===== src/rtl/hd84_pkg.sv =====
// shared widths, types and constants for the soft [8,4] block decoder
// no dependencies; used by hd84_square, hd84_pair, hd84_coset, the top level and the testbench
`default_nettype none

package hd84_pkg;

  localparam int unsigned NUM_COEF = 8;
  localparam int unsigned NUM_PAIR = NUM_COEF / 2;
  localparam int unsigned COEF_W   = 12;
  // distance to 0 or to the midpoint never exceeds 2048
  localparam int unsigned DIST_W   = 12;
  localparam int unsigned SQ_W     = 23;
  localparam int unsigned COST_W   = SQ_W + 1;
  // four chosen costs plus one fix-up difference
  localparam int unsigned TOT_W    = COST_W + 3;
  localparam int unsigned NIB_W    = 4;

  localparam logic [COEF_W-1:0] HALF = 12'h800;

  typedef logic [COEF_W-1:0] coef_t;
  typedef logic [SQ_W-1:0]   sq_t;
  typedef logic [COST_W-1:0] cost_t;
  typedef logic [TOT_W-1:0]  total_t;

  // squared distances of one coefficient: to 0 on the circle and to the midpoint
  typedef struct packed {
    sq_t c0;
    sq_t c1;
  } sq_pair_t;

  // one pair decision inside one coset
  typedef struct packed {
    logic  one;
    cost_t chosen;
    cost_t diff;
  } pair_dec_t;

  // result of one coset after the parity fix
  typedef struct packed {
    total_t     total;
    logic [2:0] bits;
  } coset_res_t;

endpackage

`default_nettype wire


===== src/rtl/hd84_square.sv =====
// per-coefficient squared distances to 0 (circular) and to the midpoint
// uses hd84_pkg
`default_nettype none

module hd84_square (
  input  wire hd84_pkg::coef_t    coef [hd84_pkg::NUM_COEF],
  output hd84_pkg::sq_pair_t sq   [hd84_pkg::NUM_COEF]
);

  always_comb begin
    logic [hd84_pkg::DIST_W-1:0]   d0;
    logic [hd84_pkg::DIST_W-1:0]   d1;
    logic [2*hd84_pkg::DIST_W-1:0] p0;
    logic [2*hd84_pkg::DIST_W-1:0] p1;
    for (int i = 0; i < hd84_pkg::NUM_COEF; i++) begin
      // upper half wraps: distance is 4096 - x, which is the 12-bit negation
      d0 = coef[i][hd84_pkg::COEF_W-1] ? (hd84_pkg::DIST_W'(0) - coef[i]) : coef[i];
      d1 = coef[i][hd84_pkg::COEF_W-1] ? (coef[i] - hd84_pkg::HALF)
                                        : (hd84_pkg::HALF - coef[i]);
      p0 = d0 * d0;
      p1 = d1 * d1;
      sq[i].c0 = p0[hd84_pkg::SQ_W-1:0];
      sq[i].c1 = p1[hd84_pkg::SQ_W-1:0];
    end
  end

endmodule

`default_nettype wire


===== config.mk =====
export PLATFORM = sky130hd
export DESIGN_NAME = hd84_square
export DESIGN_NICKNAME = d
export VERILOG_FILES = /design/src/rtl/hd84_pkg.sv /design/src/rtl/hd84_square.sv
export SDC_FILE = /design/constraint.sdc
export NUM_CORES = 2
export LEC_CHECK = 0
export BUFFER_PORTS_ARGS = -buffer_cell sky130_fd_sc_hd__buf_4
export CAP_MARGIN = 20
export CORE_MARGIN = 2
export CORE_UTILIZATION = 45
export DETAILED_ROUTE_END_ITERATION = 16
export SLEW_MARGIN = 25
export SYNTH_ARGS = -nofsm -noshare
export SYNTH_HDL_FRONTEND = slang
export SYNTH_SLANG_ARGS = --single-unit

===== constraint.sdc =====
create_clock -name vclk -period 23.3
set_input_delay 1.165 -clock vclk [all_inputs]
set_output_delay 1.165 -clock vclk [all_outputs]
set_load 0.05 [all_outputs]

==> results.md <==
- Hold Path End: sq[184]
- Vias in the first global route: 50.1k
- Worst Hold Slack: 2.68 ns
- Share of cells above drive strength 1: 6.92%
- Slowest-stage cell, CP: xnor2_1
- Synth top area share: 40.8%
- Chip Height: 373 um
- Fmax: 96.2 MHz
- Cell family with most CP delay: adder cells
- Setup crit end kind: primary output
- Post-synthesis sequential area ratio: 0%
- Most common cell in the netlist: inv_1
- Max-Cap Viols: 0
- Hold depth: 2
- Post-CTS Repair Setup Buffers: 0
- Post-synthesis cell count: 7420
- Final-layout clock buffer total: 0
- FILL cells: 13.3k
- Hold Violations, Final: 0
- Pin count of the biggest net entering global routing: 31
- Critical path type: input port to primary output
- Die area: 0.139 sq mm
- I/O Buffers: 448
- Max-slew headroom: 31.3%
- RSZ-0062 raised after global routing: false
- Gr ovfl total: 0
- Worst Hold Class: input port to primary output
- Initial antenna violation count: 8
- Outcome: finished clean
- Post-CTS Resized: 0
- CP Buf/Inv Count: 5
- Slew Viols, Final: 0
- Cell taking the most area after synthesis: fa_1
- Sum Neg Setup Slack: 0 ns
- Synth top area cells: fa_1 41%, ha_1 18%, inv_1 13%
- FF/Latch Area: 0 sq um
- Synth unique cells: 79
- Total number of vias: 46.9k
- DR WL/cell: 14.8 um
- Area Growth Syn to Fin: 9.23%
- Initial Util: 45.3%
- Hpwl dp: 131 mm
- Initial DRC count: 1963
- Worst Max-Slew Pin Slew: 1.02 ns
- Crit start category: input port
- IO Count: 464
- Final WL: 143 mm
- Drt drc: 0
- Num rows: 135
- Avg Cell Area, Syn: 8.27 sq um
- Most numerous cell on the critical path: fa_1
- GRT Overall Usage: 21.0%
- Post-route clock period utilization: 44.6%
- Seq cells: 0
- Global-route wire length before repair: 244 mm
- Final worst path period need: 10.39 ns
- Core ar.: 0.135 sq mm
- Placed Area: 0.0670 sq mm
- # hold bufs at CTS: 0
- Antenna Nets Post-Route: 0
- Mapped Area: 0.0614 sq mm
- Critical path peak fanout: 17
- GPL Wtd Cong: 0.882
- Finish-stage setup viols: 0
- Design Area, Final: 0.0670 sq mm
- Router iterations before antenna repair: 7
- Vias/cell: 4.84
- Synth cell count leaders: 2138 x inv_1, 1250 x fa_1, 875 x nor2_1
- Die width: 373 um
- Area occupied by multi-input gates: 0.0530 sq mm
- Layout Nets: 10.1k
- Worst EP arrival: 9.23 ns
- Hold Startpoint: coef[48]
- Critical path required time: 22.14 ns
- Syn. warnings: 0
- Worst path max stage delay: 0.72 ns
## kinds of logic (layout without fill, tap and decap cells)
family	count (synthesis)	count (layout)	synth area share [%]
adder cells (fa/ha/maj)	2117	2117	58.5
other	2	131	0.0122
AND/OR/NAND/NOR	1797	1797	12.5
AO/OA/AOI/OAI	665	665	6.80
buffers and inverters	2307	2662	14.4
multiplexers	19	19	0.332
XOR/XNOR	513	513	7.48
## layer usage
layer / track usage, % / routed length [um] / up-vias
li1: - / - / 22900
met1: 28.0 / 64000 / 23100
met2: 37.8 / 71200 / 800
met3: 1.70 / 5500 / 124
met4: 2.97 / 2300 / 10
met5: 0 / 64 / -
## worst max path at each step
stage                  start      end  cells after the start
floorplan            coef[0]   sq[21]                     27
global placement    coef[84]  sq[344]                     27
detailed placement  coef[36]  sq[180]                     26
CTS                 coef[36]  sq[180]                     26
global route        coef[36]  sq[183]                     26
finish              coef[36]  sq[183]                     26
## cells in the final DEF, fill, tap and decap left out, types with 9 or more instances in the layout
| master | n |
|---|---|
| o21bai_1 | 38 |
| ha_1 | 867 |
| fa_1 | 1250 |
| o31ai_1 | 12 |
| o211ai_1 | 13 |
| mux2_2 | 11 |
| or2_2 | 12 |
| nor4_1 | 13 |
| nor2_1 | 875 |
| buf_4 | 478 |
| a211oi_1 | 20 |
| nand2_1 | 560 |
| nand4_1 | 13 |
| or4_1 | 9 |
| nand2b_1 | 62 |
| o21a_1 | 58 |
| and3_1 | 17 |
| inv_2 | 16 |
| a31oi_1 | 13 |
| inv_1 | 2138 |
| conb_1 | 128 |
| xor2_1 | 128 |
| and2_1 | 29 |
| clkinv_1 | 30 |
| a21o_1 | 77 |
| nand3_1 | 23 |
| xnor2_1 | 378 |
| a21oi_1 | 220 |
| o21ai_0 | 138 |
| or3_1 | 25 |
| nor3_1 | 64 |
| nor2b_1 | 66 |
## final cells by class
class / count / share of cell area, %
Inverter: 2184 / 12.2
Multi-Input combinational cell: 5239 / 79.1
Tap cell: 1781 / 3.33
Timing Repair Buffer: 478 / 5.35
Antenna cell: 3 / 0.0112
## per-stage QoR
| step | setup slack, ns | cells | utilization [%] |
|---|---|---|---|
| after floorplan | 13.25 | 7546 | - |
| after global placement | 13.12 | 9682 | 49.5 |
| after detailed placement | 12.96 | 9682 | 49.5 |
| after CTS | 12.92 | 9682 | 49.5 |
| after global routing | 12.38 | 9684 | 49.5 |
| final | 12.91 | 9685 | 49.5 |
Power is left out: the tool's default activity adds up to more than one toggle a clock period on the data nets, which glitch-free logic cannot reach.
