==> config.mk <==
export PLATFORM = sky130hd
export DESIGN_NAME = hd84_coset
export DESIGN_NICKNAME = d
export VERILOG_FILES = /design/src/rtl/hd84_pkg.sv /design/src/rtl/hd84_coset.sv
export SDC_FILE = /design/constraint.sdc
export NUM_CORES = 1
export LEC_CHECK = 0
export ABC_AREA = 0
export BUFFER_PORTS_ARGS = -buffer_cell sky130_fd_sc_hd__buf_2
export CAP_MARGIN = 40
export CORE_UTILIZATION = 53
export DETAILED_ROUTE_END_ITERATION = 8
export PLACE_DENSITY = 0.85
export SYNTH_ARGS = -nofsm -noshare
export SYNTH_HDL_FRONTEND = slang
export SYNTH_SLANG_ARGS = --single-unit
==> constraint.sdc <==
create_clock -name vclk -period 13
set_clock_uncertainty 0.15 [all_clocks]
set_input_delay 1.3 -clock vclk [all_inputs]
set_output_delay 1.3 -clock vclk [all_outputs]
set_load 0.005 [all_outputs]
==> src/rtl/hd84_pkg.sv <==
// shared widths, types and constants for the soft [8,4] block decoder
// no dependencies; used by hd84_square, hd84_pair, hd84_coset, the top level and the testbench
`default_nettype none

package hd84_pkg;

  localparam int unsigned NUM_COEF = 8;
  localparam int unsigned NUM_PAIR = NUM_COEF / 2;
  localparam int unsigned COEF_W   = 12;
  // distance to 0 or to the midpoint never exceeds 2048
  localparam int unsigned DIST_W   = 12;
  localparam int unsigned SQ_W     = 23;
  localparam int unsigned COST_W   = SQ_W + 1;
  // four chosen costs plus one fix-up difference
  localparam int unsigned TOT_W    = COST_W + 3;
  localparam int unsigned NIB_W    = 4;

  localparam logic [COEF_W-1:0] HALF = 12'h800;

  typedef logic [COEF_W-1:0] coef_t;
  typedef logic [SQ_W-1:0]   sq_t;
  typedef logic [COST_W-1:0] cost_t;
  typedef logic [TOT_W-1:0]  total_t;

  // squared distances of one coefficient: to 0 on the circle and to the midpoint
  typedef struct packed {
    sq_t c0;
    sq_t c1;
  } sq_pair_t;

  // one pair decision inside one coset
  typedef struct packed {
    logic  one;
    cost_t chosen;
    cost_t diff;
  } pair_dec_t;

  // result of one coset after the parity fix
  typedef struct packed {
    total_t     total;
    logic [2:0] bits;
  } coset_res_t;

endpackage

`default_nettype wire

==> src/rtl/hd84_coset.sv <==
// one coset: total cost, smallest-margin pair, parity fix, nibble bits 3..1
// uses hd84_pkg
`default_nettype none

module hd84_coset (
  input  wire hd84_pkg::pair_dec_t  dec [hd84_pkg::NUM_PAIR],
  output hd84_pkg::coset_res_t res
);

  always_comb begin
    hd84_pkg::total_t sum;
    hd84_pkg::cost_t  best_diff;
    logic [1:0]       best_pair;
    logic [3:0]       labels;
    logic             parity;
    sum       = '0;
    labels    = '0;
    parity    = 1'b0;
    best_diff = dec[0].diff;
    best_pair = 2'd0;
    for (int k = 0; k < hd84_pkg::NUM_PAIR; k++) begin
      sum       = sum + hd84_pkg::TOT_W'(dec[k].chosen);
      labels[k] = dec[k].one;
      parity    = parity ^ dec[k].one;
    end
    // strict less-than keeps the lowest pair on equal margins
    for (int k = 1; k < hd84_pkg::NUM_PAIR; k++) begin
      if (dec[k].diff < best_diff) begin
        best_diff = dec[k].diff;
        best_pair = 2'(k);
      end
    end
    if (parity) begin
      sum               = sum + hd84_pkg::TOT_W'(best_diff);
      labels[best_pair] = ~labels[best_pair];
    end
    res.total = sum;
    res.bits  = {labels[3], labels[0] ^ labels[1], labels[0]};
  end

endmodule

`default_nettype wire

==> impl_metrics.toml <==
[power]
pwr-share-clk_pct = 0
seqPwrFrac_pct = 0
power_frac_comb_pct = 100.0
netSwitchingFraction_pct = 54.5
power.switching_mw = 0.735
internal_power_mw = 0.614
power.total_mw = 1.35
p_per_area_nw_per_um2 = 185
p_leak_nw = 3.75
ir_drop_mv = 0.251

[final_layout]
syn2layout_area_growth_pct = 21.4
final_area_um2 = 7310
regArea_um2 = 0
seq_cell_count = 0
fin_nets = 1354
nClkBuffers = 0
fillers = 989
drive_above_1_share_pct = 25.9

[floorplan]
io_pins = 226
fp.dieH_um = 109
fp.coreArea_um2 = 10900
die-area_um2 = 11800
fp.dieW_um = 109
num_rows = 38
initial_utilization_pct = 55.0

[placement]
dp_hpwl_um = 13800
place_area_um2 = 7290
place_ws_ps = 671
place_congestion = 0.934
port_buffers = 226

[critical_path]
crit_top_cell = "a21o_1"
cp.required_ps = 11550
endpoint = "res[28]"
cp-startpoint = "dec[119]"
critical_path.max_fanout = 25
endpoint_kind = "output port"
crit_type = "input pin to output port"
cpMaxStageDelayCell = "o211a_1"
start_kind = "input pin"
arrival_ps = 10610
cpPeakStageDelay_ps = 410

[grt]
grt_pass1_vias = 6002
grt_pass1_wl_um = 25500
grt_max_degree = 31
antenna_found_initial = 2
overflow = 0
track_usage_pct = 26.1

[logic_synthesis]
yosys-top-cells-area = "ha_1, fa_1, a21oi_1"
ys_top_cells_by_count = "ha_1, a21oi_1, nor2_1"
synth_mux_area_share_pct = 5.84
synth_compound_area_share_pct = 24.9
synth_xor_area_share_pct = 5.97
synthesis.instances = 777
synth.most_common_cell = "ha_1"
syn_nets = 1139
seq_area_frac_synth_pct = 0
synth_top_family_by_area = "adder cells"
yosysWarnings = 0
synth_simple_gate_area_share_pct = 16.8
netlist_area_um2 = 6020
synth_adder_area_share_pct = 40.6
avgSynthCellArea_um2 = 7.75
yosysUniqueCellTypes = 60
synth_area_leader_cell = "ha_1"
synth_top_area_share_pct = 24.3

[sta]
fin_crit_sh_pct = 92.8
grt_setup_unrepaired = "false"
tns_ps = 0
setup_viol = 0
hold_viol = 0
min_period_ps = 12060
max_freq_mhz = 82.9
worst_slew_pin_slew_ps = 614
layout_setup_ws_ps = 936
slew_viol_final = 0
relSlewSlack_pct = 58.0

[hold_path]
hold_path_startpoint = "dec[171]"
hp-class = "input pin to output port"

[detailed_routing]
detail-route-antenna-nets = 0
drtIter0Drc = 276
drc = 0
drtPass1Iterations = 4
vias_per_cell = 5.63
avgRoutedWirePerCell_um = 13.7
totalWireLength_um = 15500
vias = 6368

[cts]
cts_setup_buffers = 0
cts-hold-fix-buffers = 0

[flow_run]
max-cap-violations = 0

[outcome]
status = "complete, no violations"
-- power by group through the flow --
stage	registers [mW]	clock network (mW)	logic [mW]
final	0	0.0000000206	1.35
after floorplan	0	0	0.989
after global routing	0	0.0000000103	1.52
after detailed placement	0	0	1.33
after CTS	0	0	1.34
after global placement	0	0	1.30
-- metrics by stage --
stage	hold WS (ps)	cells	util (%)
floorplan	2590	777	-
global placement	2880	1128	66.5
detailed placement	2890	1129	66.7
CTS	2890	1129	66.7
global route	2940	1131	66.8
finish	2900	1132	66.8
-- cell families (layout without fill, tap and decap cells) --
group	after synthesis	count (layout)
AO/OA/AOI/OAI	239	239
AND/OR/NAND/NOR	212	213
adder cells (fa/ha/maj)	166	166
buffers and inverters	85	297
XOR/XNOR	41	41
multiplexers	34	34
other	0	2
-- repair_timing --
item	in CTS	in global routing
gates resized for setup	0	1
setup endpoints to repair	0	14
hold endpoints to repair	0	0
-- placed cells by master, fill, tap and decap left out, types with 5 or more instances in the layout --
cell        n
a31oi_1     6
nor2_1     73
nand2_1    38
nand3_1    29
o31ai_1     8
a211oi_1   12
or3_1       7
a21o_1     30
xnor2_1    26
ha_1      117
o21ai_1    23
nor3_1     17
mux2i_1    25
a21oi_1    77
nor2b_1     5
o21ai_0    35
mux2_2      7
fa_1       49
o21a_1     12
buf_2     226
nand4_1    14
buf_4       6
xor2_1     13
nand2b_1    9
inv_1      64
-- routing by layer --
| metal | track usage [%] | wire (um) | vias to the layer above | share of wire (%) |
|---|---|---|---|---|
| met1 | 32.4 | 6590 | 2899 | 42 |
| met3 | 2.83 | 981 | 30 | 6.3 |
| met2 | 47.9 | 7600 | 187 | 49 |
| met4 | 5.79 | 333 | 2 | 2.1 |
| met5 | 0 | 10 | - | 0.064 |
| li1 | - | - | 3250 | - |
-- cell type report --
type	instances	area [um^2]	share of cell area, %
Inverter	64	240	3.29
Timing Repair Buffer	233	1190	16.3
Multi-Input combinational cell	693	5700	77.9
Antenna cell	2	5.00	0.0685
Tap cell	140	175	2.40
-- worst max-delay path: cells and delay by family --
| kind | cells | cell delay [ps] |
|---|---|---|
| compound gates | 27 | 5600 |
| buf+inv | 4 | 730 |
| simple gates | 6 | 1260 |
| xor+xnor | 1 | 170 |
| fa+ha+maj | 4 | 1190 |
| mux | 1 | 380 |
-- how the worst min path moves through the flow --
| stage | to | slack [ps] | depth (start not counted) |
|---|---|---|---|
| 3_3_place_gp | res[3] | 2880 | 5 |
| 4_1_cts | res[3] | 2890 | 5 |
| 5_1_grt | res[2] | 2940 | 4 |
| 2_1_floorplan | res[2] | 2590 | 2 |
| 3_5_place_dp | res[3] | 2890 | 5 |
| 6_report | res[3] | 2900 | 5 |
Power figures use the tool's default switching activity.
