## config.mk

```make
export PLATFORM = sky130hd
export DESIGN_NAME = hd84_pair
export DESIGN_NICKNAME = d
export VERILOG_FILES = /design/src/rtl/hd84_pkg.sv /design/src/rtl/hd84_pair.sv
export SDC_FILE = /design/constraint.sdc
export NUM_CORES = 2
export LEC_CHECK = 0
export BUFFER_PORTS_ARGS = -buffer_cell sky130_fd_sc_hd__buf_2
export CAP_MARGIN = 5
export CORE_AREA = 5 5 296 298
export DETAILED_ROUTE_END_ITERATION = 8
export DIE_AREA = 0 0 301 303
export MAX_ROUTING_LAYER = met4
export PLACE_DENSITY = 0.71
export SKIP_LAST_GASP = 1
export SLEW_MARGIN = 20
export SYNTH_ARGS = -nofsm -noshare
export SYNTH_HDL_FRONTEND = slang
export SYNTH_SLANG_ARGS = --single-unit
export TNS_END_PERCENT = 5
```

## constraint.sdc

```tcl
create_clock -name vclk -period 5.41
set_input_delay 0.541 -clock vclk [all_inputs]
set_output_delay 0.541 -clock vclk [all_outputs]
set_load 0.01 [all_outputs]
```

## src/rtl/hd84_pkg.sv

```systemverilog
// shared widths, types and constants for the soft [8,4] block decoder
// no dependencies; used by hd84_square, hd84_pair, hd84_coset, the top level and the testbench
`default_nettype none

package hd84_pkg;

  localparam int unsigned NUM_COEF = 8;
  localparam int unsigned NUM_PAIR = NUM_COEF / 2;
  localparam int unsigned COEF_W   = 12;
  // distance to 0 or to the midpoint never exceeds 2048
  localparam int unsigned DIST_W   = 12;
  localparam int unsigned SQ_W     = 23;
  localparam int unsigned COST_W   = SQ_W + 1;
  // four chosen costs plus one fix-up difference
  localparam int unsigned TOT_W    = COST_W + 3;
  localparam int unsigned NIB_W    = 4;

  localparam logic [COEF_W-1:0] HALF = 12'h800;

  typedef logic [COEF_W-1:0] coef_t;
  typedef logic [SQ_W-1:0]   sq_t;
  typedef logic [COST_W-1:0] cost_t;
  typedef logic [TOT_W-1:0]  total_t;

  // squared distances of one coefficient: to 0 on the circle and to the midpoint
  typedef struct packed {
    sq_t c0;
    sq_t c1;
  } sq_pair_t;

  // one pair decision inside one coset
  typedef struct packed {
    logic  one;
    cost_t chosen;
    cost_t diff;
  } pair_dec_t;

  // result of one coset after the parity fix
  typedef struct packed {
    total_t     total;
    logic [2:0] bits;
  } coset_res_t;

endpackage

`default_nettype wire

```

## src/rtl/hd84_pair.sv

```systemverilog
// pair label decisions for both cosets: cheaper label, its cost and the margin
// uses hd84_pkg
`default_nettype none

module hd84_pair (
  input  wire hd84_pkg::sq_pair_t  sq  [hd84_pkg::NUM_COEF],
  output hd84_pkg::pair_dec_t dec [2][hd84_pkg::NUM_PAIR]
);

  function automatic hd84_pkg::pair_dec_t decide(hd84_pkg::cost_t cost0,
                                                 hd84_pkg::cost_t cost1);
    hd84_pkg::pair_dec_t r;
    r.one    = cost1 < cost0;
    r.chosen = r.one ? cost1 : cost0;
    r.diff   = r.one ? (cost0 - cost1) : (cost1 - cost0);
    return r;
  endfunction

  always_comb begin
    hd84_pkg::sq_pair_t e;
    hd84_pkg::sq_pair_t o;
    for (int k = 0; k < hd84_pkg::NUM_PAIR; k++) begin
      e = sq[2*k];
      o = sq[2*k+1];
      dec[0][k] = decide(hd84_pkg::COST_W'(e.c0) + hd84_pkg::COST_W'(o.c0),
                         hd84_pkg::COST_W'(e.c1) + hd84_pkg::COST_W'(o.c1));
      dec[1][k] = decide(hd84_pkg::COST_W'(e.c1) + hd84_pkg::COST_W'(o.c0),
                         hd84_pkg::COST_W'(e.c0) + hd84_pkg::COST_W'(o.c1));
    end
  end

endmodule

`default_nettype wire

```

==> summary.txt <==
Status
  – Status: complete, but fails checks
  – Failing checks: negative setup slack

Global route
  – Largest net degree at the start of global routing: 35
  – Initial antenna violation count: 24
  – Total grt overflow: 0
  – Vias in the first global route: 48,344
  – GRT Total Usage: 33.77%
  – First-pass GRT wire length: 246,900 microns

Min path
  – Hold WC Path Type: in -> out

Placement
  – Final Wtd Congestion: 1.022
  – DP HPWL: 141,100 microns
  – Dpl ws: -1.266 ns
  – Placed Instance Area: 0.05348 sq mm
  – IO buf count: 760

Logic synthesis
  – Largest area contributor in the netlist: ha_1
  – Sequential share of the synthesized area: 0%
  – Area fraction of the dominant cell type after synthesis: 21.49%
  – Synth top area cells: ha_1, a21oi_1, xnor2_1
  – Synthesized area: 0.03726 sq mm
  – Syn nets: 6,475
  – Ys Warns: 0
  – Syn Inst Count: 5,435
  – Mapped Avg Cell Area: 6.855 sq um
  – Library cells used by synthesis: 99

STA
  – Max Clock Freq: 0.1694 GHz
  – Final Cycle Share: 109.1%
  – Final setup margin: -0.4936 ns
  – RSZ-0062 raised after global routing: yes
  – Final Hold Viols: 0
  – Final setup vio count: 299
  – Slew headroom: 37.51%
  – Slew @ Worst Pin: 0.9137 ns
  – Max Slew Vio Count: 0
  – Hold slack: 1.537 ns
  – Fin crit period: 5.904 ns

Floorplan
  – Boundary Pins: 760
  – Die Ht: 303 microns
  – Die width: 301 microns
  – CORE AREA: 0.08461 sq mm
  – Row count: 107
  – Full die area: 0.09120 sq mm
  – Initial Utilization: 44.04%

Final layout
  – Final Cell Area: 0.05817 sq mm
  – # clk buffers: 0
  – Area delta synth->final: 56.12%
  – Layout cells sized above 1: 37.84%
  – NumNets Final: 8,745
  – Seq. cell area: 0 sq um
  – Util after Layout: 68.75%
  – Fillers: 7,162
  – Num sequential: 0

Power and ir drop
  – Comb pwr share: 100.0%
  – Int Pwr: 10.79 mW
  – Power per Cell Area: 396.9 mW/mm^2
  – Net Sw Power: 12.30 mW
  – Switching Share: 53.27%
  – Clock share of power: 0%
  – Power Total: 23.08 mW
  – Pleak: 29.66 nW
  – Sequential Power Share: 0%
  – Worst vdd ir: 0.4032 mV

Route
  – Iteration-0 DRC Markers: 3,587
  – Via Count: 51,305
  – Vias/cell: 5.779
  – Remaining DRCs: 0
  – DR pass1 iterations: 6
  – DR WL/cell: 19.27 microns
  – Drt total wl: 171,100 microns
  – Post-route ant nets: 0

Critical path
  – Worst-path maximum fanout: 5
  – Critical path startpoint category: input pin
  – CP arrival: 5.36 ns
  – Critical Path End Type: output pin
  – CP startpoint: sq[46]
  – Worst Setup EP: dec[219]
  – CP Class: in -> out
  – CP required: 4.87 ns

Run
  – Max_cap viols: 0

CTS
  – CTS Hold Buffers Added: 0
[logic make-up (layout without fill, tap and decap cells)]
group | after synthesis | after routing | synth area share [%]
muxes | 100 | 100 | 2.720
and+or+nand+nor | 1589 | 1589 | 20.79
AOI/OAI and AO/OA | 2056 | 2056 | 36.19
other | 0 | 31 | 0
xor gates and xnor gates | 468 | 468 | 11.21
adders and majority gates | 680 | 680 | 23.43
buffers and inverters | 542 | 2810 | 5.665
[worst min path at each step]
stage                     startpoint  endpoint  slack (ns)  depth (start not counted)
after floorplan               sq[46]  dec[220]        1.39                          3
after global placement       sq[138]  dec[269]        1.59                          5
after detailed placement     sq[138]  dec[269]        1.59                          5
after CTS                     sq[69]  dec[220]        1.59                          5
after global routing          sq[92]  dec[269]        1.58                          5
final                         sq[92]  dec[269]        1.54                          5
[routing by layer]
| layer | global-route usage [%] | up-vias | routed length (microns) |
|---|---|---|---|
| met4 | 16.79 | 0 | 11220 |
| met3 | 4.637 | 545 | 11840 |
| li1 | - | 24779 | - |
| met2 | 58.42 | 2036 | 80950 |
| met1 | 38.44 | 23945 | 67060 |
| met5 | - | - | 0 |
[synthesized netlist by cell type (32+ instances only)]
master    count
a21o_1      224
clkbuf_1     80
o211ai_1     80
mux2i_1      90
a21oi_1     508
a211oi_1     80
fa_1         32
xor2_1      174
nor2b_1      88
nand3_1     116
nand2_1     485
buf_2        33
nor2_1      353
and2_1       55
inv_1       415
or3_1        36
or2_2        32
o21ai_0     461
and3_1       58
o31ai_1      38
a211o_1      33
nand2b_1     96
a31oi_1      87
xnor2_1     287
o21bai_1     50
o21a_1       91
nor3_1      121
a21boi_0     35
ha_1        640
[worst max-delay path, stage by stage]
cell	delay, ns
buf_6	0.10
buf_6	0.11
ha_4	0.16
fa_2	0.35
a21oi_2	0.18
buf_4	0.13
o21bai_1	0.07
xor2_1	0.20
buf_4	0.15
ha_4	0.19
buf_6	0.12
a21o_1	0.16
a21oi_2	0.15
nor2b_1	0.08
a311oi_1	0.28
buf_4	0.18
o21ai_0	0.10
a31oi_1	0.18
buf_4	0.16
o31ai_4	0.08
a221o_1	0.35
a211o_1	0.28
a21o_1	0.21
a31o_2	0.25
o211a_1	0.23
xor2_2	0.23
buf_6	0.14
[power by group through the flow]
stage	clock network [mW]	logic [mW]	registers [mW]
floorplan	0	10.9	0
global placement	0	20.3	0
detailed placement	0	20.5	0
CTS	0	21.2	0
global route	0.000000570	24.7	0
finish	0.000000770	23.1	0
[placed cells by master, fill, tap and decap left out, types with 31 or more instances in the layout]
cell / netlist / layout
buf_4: 1 / 1573
buf_2: 33 / 733
ha_1: 640 / 558
nand2_1: 485 / 477
a21oi_1: 508 / 440
o21ai_0: 461 / 407
inv_1: 415 / 406
nor2_1: 353 / 345
xnor2_1: 287 / 254
a21o_1: 224 / 223
xor2_1: 174 / 165
nand3_1: 116 / 114
nor3_1: 121 / 108
nand2b_1: 96 / 96
o21a_1: 91 / 89
nor2b_1: 88 / 87
mux2i_1: 90 / 84
o211ai_1: 80 / 80
a31oi_1: 87 / 71
ha_4: 0 / 63
a21oi_2: 1 / 58
o21ai_1: 23 / 57
and3_1: 58 / 55
and2_1: 55 / 53
a211oi_1: 80 / 50
o21bai_1: 50 / 47
buf_6: 4 / 40
a211o_1: 33 / 33
diode_2: 0 / 31
a211oi_2: 2 / 31
[cell type report]
class | instances | area, sq um | area share [%]
multi-input combinational | 4893 | 38180 | 65.64
tap | 1144 | 1431 | 2.461
inverter | 415 | 1560 | 2.682
antenna | 31 | 77.57 | 0.1334
timing repair buffer | 2395 | 16920 | 29.09
[through the flow]
stage / cells / TNS, ns
finish: 8878 / -56.78
global placement: 8717 / -142.02
floorplan: 5435 / -0.2758
global route: 8870 / -116.46
CTS: 8746 / -86.10
detailed placement: 8717 / -168.85
[timing repair]
| action | CTS | global route |
|---|---|---|
| setup buffers | 29 | 87 |
| setup endpoints to repair | 373 | 378 |
| cloned | 3 | 14 |
| pin swaps | 67 | 246 |
| resized for setup | 180 | 479 |
No activity file was read; power rests on OpenSTA's default activity.
